===== config.mk =====
export PLATFORM = sky130hd
export DESIGN_NAME = tgs_ctrl
export DESIGN_NICKNAME = d
export VERILOG_FILES = /design/src/hdl/tgs_pkg.sv /design/src/hdl/tgs_ctrl.sv
export SDC_FILE = /design/constraint.sdc
export NUM_CORES = 1
export LEC_CHECK = 0
export ABC_AREA = 0
export ABC_CLOCK_PERIOD_IN_PS = 3600
export BUFFER_PORTS_ARGS = -buffer_cell sky130_fd_sc_hd__buf_2
export CELL_PAD_IN_SITES_DETAIL_PLACEMENT = 0
export CELL_PAD_IN_SITES_GLOBAL_PLACEMENT = 1
export CORE_MARGIN = 2
export CORE_UTILIZATION = 30
export CTS_CLUSTER_DIAMETER = 60
export DETAILED_ROUTE_END_ITERATION = 7
export HOLD_SLACK_MARGIN = 0.05
export PLACE_DENSITY = 0.66
export SYNTH_ARGS = -nofsm -noshare
export SYNTH_HDL_FRONTEND = slang
export SYNTH_SLANG_ARGS = --single-unit

===== constraint.sdc =====
create_clock -name clk -period 3.6 [get_ports clk]
set_input_delay 1.08 -clock clk [delete_from_list [all_inputs] [get_ports clk]]
set_output_delay 1.08 -clock clk [all_outputs]
set_load 0.03 [all_outputs]

===== src/hdl/tgs_pkg.sv =====
// Shared types and constants for the trilinear grid sampler.
// Used by the controller, the datapath and the top level; no dependencies.
`timescale 1ns / 1ps

package tgs_pkg;

    // Default grid edge length (points per axis held in memory)
    localparam int DEF_MAX_DIM = 32;

    // Width of a widened cell index, enough to compare against any edge length
    localparam int CIDX_W = 9;
    // Width of a base cell index taken from the grid coordinate
    localparam int IDX_W  = 8;
    // Width of the configuration register index
    localparam int CFG_AW = 3;

    localparam logic MODE_WRITE  = 1'b0;
    localparam logic MODE_SAMPLE = 1'b1;

    typedef enum logic [CFG_AW-1:0] {
        REG_SIZE_X      = 3'd0,
        REG_SIZE_Y      = 3'd1,
        REG_SIZE_Z      = 3'd2,
        REG_INV_SPACING = 3'd3,
        REG_ORIGIN_X    = 3'd4,
        REG_ORIGIN_Y    = 3'd5,
        REG_ORIGIN_Z    = 3'd6
    } cfg_reg_t;

    typedef enum logic [1:0] {
        AX_X = 2'd0,
        AX_Y = 2'd1,
        AX_Z = 2'd2
    } axis_t;

    // Destination of one blend: four x-blends, two y-blends, one z-blend
    typedef enum logic [2:0] {
        TAG_X0 = 3'd0,
        TAG_X1 = 3'd1,
        TAG_X2 = 3'd2,
        TAG_X3 = 3'd3,
        TAG_Y0 = 3'd4,
        TAG_Y1 = 3'd5,
        TAG_Z  = 3'd6
    } blend_tag_t;

    typedef struct packed {
        logic               mode;
        logic [4:0]         cell_x;
        logic [4:0]         cell_y;
        logic [4:0]         cell_z;
        logic signed [31:0] cell_value;
        logic signed [31:0] pos_x;
        logic signed [31:0] pos_y;
        logic signed [31:0] pos_z;
    } req_t;

    typedef struct packed {
        logic signed [31:0] sample_value;
        logic               inside_res;
    } res_t;

    typedef struct packed {
        logic       load_item;
        logic       mem_write;
        logic       mul_en;
        axis_t      mul_axis;
        logic       chk_en;
        axis_t      chk_axis;
        logic       rd_en;
        logic [2:0] rd_corner;
        logic       cap_en;
        logic [2:0] cap_corner;
        logic       blend_go;
        blend_tag_t blend_tag;
        logic       out_load;
    } tgs_cmd_t;

    typedef struct packed {
        logic is_write;
        logic in_cube;
        logic out_free;
    } tgs_status_t;

endpackage


===== src/hdl/tgs_ctrl.sv =====
// Sequencer for the grid sampler: axis mapping, eight corner reads, blend order.
// Depends on tgs_pkg for the command and status structs.
`timescale 1ns / 1ps

module tgs_ctrl (
    input  logic                clk,
    input  logic                rst_n,
    input  logic                req_valid,
    output logic                req_stall,
    input  tgs_pkg::tgs_status_t st,
    output tgs_pkg::tgs_cmd_t    cmd
);

    import tgs_pkg::*;

    typedef enum logic [4:0] {
        S_IDLE  = 5'b00001,
        S_MAP   = 5'b00010,
        S_FETCH = 5'b00100,
        S_BLEND = 5'b01000,
        S_DONE  = 5'b10000
    } state_t;

    state_t     state_reg, state_next;
    logic [3:0] cnt_reg, cnt_next;
    logic [3:0] cnt_prev;

    assign cnt_prev  = 4'(cnt_reg - 4'd1);
    assign req_stall = (state_reg != S_IDLE);

    always_comb
    begin
        state_next     = state_reg;
        cnt_next       = cnt_reg;
        cmd            = '0;
        cmd.mul_axis   = axis_t'(cnt_reg[1:0]);
        cmd.chk_axis   = axis_t'(cnt_prev[1:0]);
        cmd.rd_corner  = cnt_reg[2:0];
        cmd.cap_corner = cnt_prev[2:0];
        cmd.blend_tag  = TAG_Y0;
        case (state_reg)
            S_IDLE:
            begin
                if (req_valid)
                begin
                    cmd.load_item = 1'b1;
                    cnt_next      = 4'd0;
                    state_next    = S_MAP;
                end
            end
            S_MAP:
            begin
                if (st.is_write)
                begin
                    cmd.mem_write = 1'b1;
                    state_next    = S_DONE;
                end
                else
                begin
                    // multiply one axis, check the previous one
                    cmd.mul_en = (cnt_reg < 4'd3);
                    cmd.chk_en = (cnt_reg >= 4'd1);
                    if (cnt_reg == 4'd3)
                    begin
                        cnt_next   = 4'd0;
                        state_next = S_FETCH;
                    end
                    else
                    begin
                        cnt_next = 4'(cnt_reg + 4'd1);
                    end
                end
            end
            S_FETCH:
            begin
                if ((cnt_reg == 4'd0) && !st.in_cube)
                begin
                    state_next = S_DONE;
                end
                else
                begin
                    // read corner n and capture corner n-1, which was read in the cycle before
                    cmd.rd_en  = (cnt_reg < 4'd8);
                    cmd.cap_en = (cnt_reg >= 4'd1);
                    if (cnt_reg == 4'd8)
                    begin
                        cnt_next   = 4'd0;
                        state_next = S_BLEND;
                    end
                    else
                    begin
                        cnt_next = 4'(cnt_reg + 4'd1);
                    end
                end
            end
            S_BLEND:
            begin
                case (cnt_reg)
                    4'd0:
                    begin
                        cmd.blend_go  = 1'b1;
                        cmd.blend_tag = TAG_Y0;
                    end
                    4'd1:
                    begin
                        cmd.blend_go  = 1'b1;
                        cmd.blend_tag = TAG_Y1;
                    end
                    4'd3:
                    begin
                        cmd.blend_go  = 1'b1;
                        cmd.blend_tag = TAG_Z;
                    end
                    default:
                    begin
                        cmd.blend_go = 1'b0;
                    end
                endcase
                if (cnt_reg == 4'd4)
                begin
                    state_next = S_DONE;
                end
                else
                begin
                    cnt_next = 4'(cnt_reg + 4'd1);
                end
            end
            S_DONE:
            begin
                // hold until the output register is free
                if (st.out_free)
                begin
                    cmd.out_load = 1'b1;
                    state_next   = S_IDLE;
                end
            end
            default:
            begin
                state_next = S_IDLE;
            end
        endcase
    end

    always_ff @(posedge clk or negedge rst_n)
    begin
        if (!rst_n)
        begin
            state_reg <= S_IDLE;
            cnt_reg   <= 4'd0;
        end
        else
        begin
            state_reg <= state_next;
            cnt_reg   <= cnt_next;
        end
    end

endmodule


==> results.json <==
{
  "status": "complete, no violations",
  "dp_slack_ns": 0.453,
  "antenna_cells": 0,
  "crit_path_start_kind": "flop",
  "die_w_um": 57.9,
  "max_stage_delay_ns": 0.54,
  "cts_buffers": 3,
  "yosysWarnings": 0,
  "firstDrtPassIters": 4,
  "max-clock-path-buffers": 2,
  "synth_edf_count": 0,
  "cts_tree": "yes",
  "clockRootBuffer": "clkbuf_4",
  "tightest_slew_ns": 0.555,
  "gp_congestion": 0.847,
  "vias": 828,
  "yosysUniqueCellTypes": 46,
  "cap_violations": 0,
  "layout-drive-gt1-share_pct": 29.8,
  "final_antenna_net_count": 0,
  "dp_hpwl_um": 1700,
  "synth_flop_cell": "dfrtp_1",
  "cp_slowest_cell": "or4b_4",
  "ir_drop_mv": 0.251,
  "wl_per_cell_um": 14.0,
  "synth_most_common_cell": "nor2_1",
  "avgSynthCellArea_um2": 8.39,
  "path_class": "flop to primary output",
  "finalInstanceArea_um2": 981,
  "ys_top_cells_by_area": "dfrtp_1 23%, buf_4 6.9%, ha_1 5.7%, nor2_1 4.3%, dfstp_2 3.0%",
  "max_freq_mhz": 313,
  "synthAdderAreaFrac_pct": 5.74,
  "synth_commonest_cells": "10 x nor2_1, 8 x buf_4, 8 x dfrtp_1",
  "synth_top_family_by_area": "simple AND/OR/NAND/NOR gates",
  "synth_xor_xnor_area_share_pct": 2.01,
  "fin_nets": 132,
  "start_util_pct": 31.6,
  "rr_endpoint": "cnt_reg[1]$_DFFE_PN0P_",
  "finalHoldWorstSlack_ns": 0.661,
  "reg2regPathDepth": 7,
  "arrival_ns": 2.11,
  "cts_repair_resize_count": 0,
  "finalCritPeriodShare_pct": 88.6,
  "hp-class": "input port to asynchronous set/reset pin",
  "synth-simple-area-share_pct": 37.3,
  "setup-tns-final_ns": 0,
  "wirelength_um": 2130,
  "top_level_ports": 28,
  "grt_max_degree": 14,
  "grt_overflow_total": 0,
  "grt_pass1_wl_um": 3490,
  "total_power_mw": 0.668,
  "cp_max_fo": 6,
  "slew_headroom_pct": 62.7,
  "yosysTopAreaCellShare_pct": 23.0,
  "leakagePower_nw": 0.471,
  "netlist_area_um2": 872,
  "rsz0062_at_grt": "no",
  "seq_area_frac_synth_pct": 26.0,
  "track_usage_pct": 13.3,
  "cts_setup_buffers": 0,
  "vias_per_cell": 5.45,
  "coreArea_mm2": 0.00276,
  "synth_compound_area_share_pct": 14.2,
  "setup_ws_ns": 0.410,
  "synth-async-reset-ratio_pct": 100,
  "crit_path_end_kind": "primary output",
  "path_cells": "inv_1 > ha_1 > nor4b_1 > or4b_4 > nor2_1 > buf_2",
  "clk_pin_slew_ns": 0.06,
  "post_dp_cell_area_um2": 955,
  "cts_sinks": 9,
  "port_buffers": 26,
  "min_period_ns": 3.19,
  "ys_seq_elements": 9,
  "finClkSkew_ns": 0.000852,
  "grt_pass1_vias": 749,
  "holdBufCountCts": 0,
  "synthCells": 104,
  "finalSetupViolCount": 0,
  "powerDensity_mw_per_mm2": 681,
  "drt_iter0_drc": 11,
  "rows": 19,
  "r2r_slack_ns": 1.44,
  "required_ns": 2.52,
  "r2r-start": "cnt_reg[0]$_DFFE_PN0P_",
  "htree_num_levels": 1,
  "clock_latency_ns": 0.25,
  "route.detailed.drc": 0,
  "syn_nets": 114,
  "largest_reg_flops": 5,
  "slew_violations": 0,
  "die_area_mm2": 0.00335,
  "die_y_um": 57.9,
  "areaGrowthSynthToFinish_pct": 12.5,
  "hold_viol_final": 0,
  "synth_top_area_cell": "dfrtp_1",
  "synthMuxAreaShare_pct": 2.30,
  "antenna_found_initial": 0
}
## cell families after synthesis
family | count (synthesis)
XOR/XNOR | 2
multiplexers | 2
AO/OA/AOI/OAI | 17
AND/OR/NAND/NOR | 51
buffers and inverters | 18
other | 1
adder cells (fa/ha/maj) | 4
flip-flops | 9
## placed cells by master, fill, tap and decap left out, drive strengths merged, types with 2 or more instances in the layout
cell | netlist | routed
buf | 9 | 26
nor2 | 10 | 10
dfrtp | 8 | 8
inv | 5 | 5
or3 | 5 | 5
o21ai | 5 | 5
ha | 4 | 4
clkbuf | 4 | 4
nand2 | 3 | 3
nor3 | 3 | 3
nand2b | 3 | 3
nand4b | 3 | 3
nand3 | 3 | 3
and2 | 3 | 3
and4 | 2 | 2
nand3b | 2 | 2
xor2 | 2 | 2
nor4 | 2 | 2
nor4b | 2 | 2
nor3b | 2 | 2
nand4 | 2 | 2
mux2i | 2 | 2
o211ai | 2 | 2
nor2b | 2 | 2
o22ai | 2 | 2
## through the flow
step / utilization [%] / instances
final: 35.6 / 152
after global routing: 35.6 / 152
after CTS: 35.6 / 152
after detailed placement: 34.6 / 148
after global placement: 34.6 / 148
after floorplan: - / 104
## worst max-delay path, delay by kind of cell (launching register included)
family	cells	cell delay, ns
flops	1	0.43
fa+ha+maj	1	0.26
buf+inv	2	0.34
simple gates	3	0.82
## layout make-up
| class | count | area (µm²) |
|---|---|---|
| Inverter | 5 | 18.8 |
| Clock buffer | 4 | 26.3 |
| Sequential cell | 9 | 226 |
| Multi-Input combinational cell | 77 | 541 |
| Timing Repair Buffer | 26 | 130 |
| Tap cell | 31 | 38.8 |
| Fill cell | 306 | 1780 |
## routing by layer
metal / wire (µm) / global-route usage, % / part of all wire (%) / up-vias
met5: 0 / 0 / 0 / -
met4: 7 / 3.99 / 0.33 / 0
met3: 103 / 3.35 / 4.8 / 2
met2: 976 / 20.0 / 46 / 22
met1: 1040 / 18.9 / 49 / 401
li1: - / - / - / 403
## worst max path at each step
stage	start	to	slack (ns)	cells past startpoint
floorplan	st[2]	cmd[18]	0.1	2
global placement	st[1]	cmd[12]	0.47	5
detailed placement	st[1]	cmd[8]	0.45	5
CTS	cnt_reg[0]$_DFFE_PN0P_	cmd[8]	0.39	6
global route	cnt_reg[0]$_DFFE_PN0P_	cmd[12]	0.29	6
finish	cnt_reg[0]$_DFFE_PN0P_	cmd[12]	0.41	6
## power breakdown
part           switching, mW  internal [mW]  total (mW)
registers             0.0410          0.126       0.167
clock network         0.0338         0.0426      0.0765
logic                  0.272          0.152       0.424
Power figures use the tool's default switching activity.
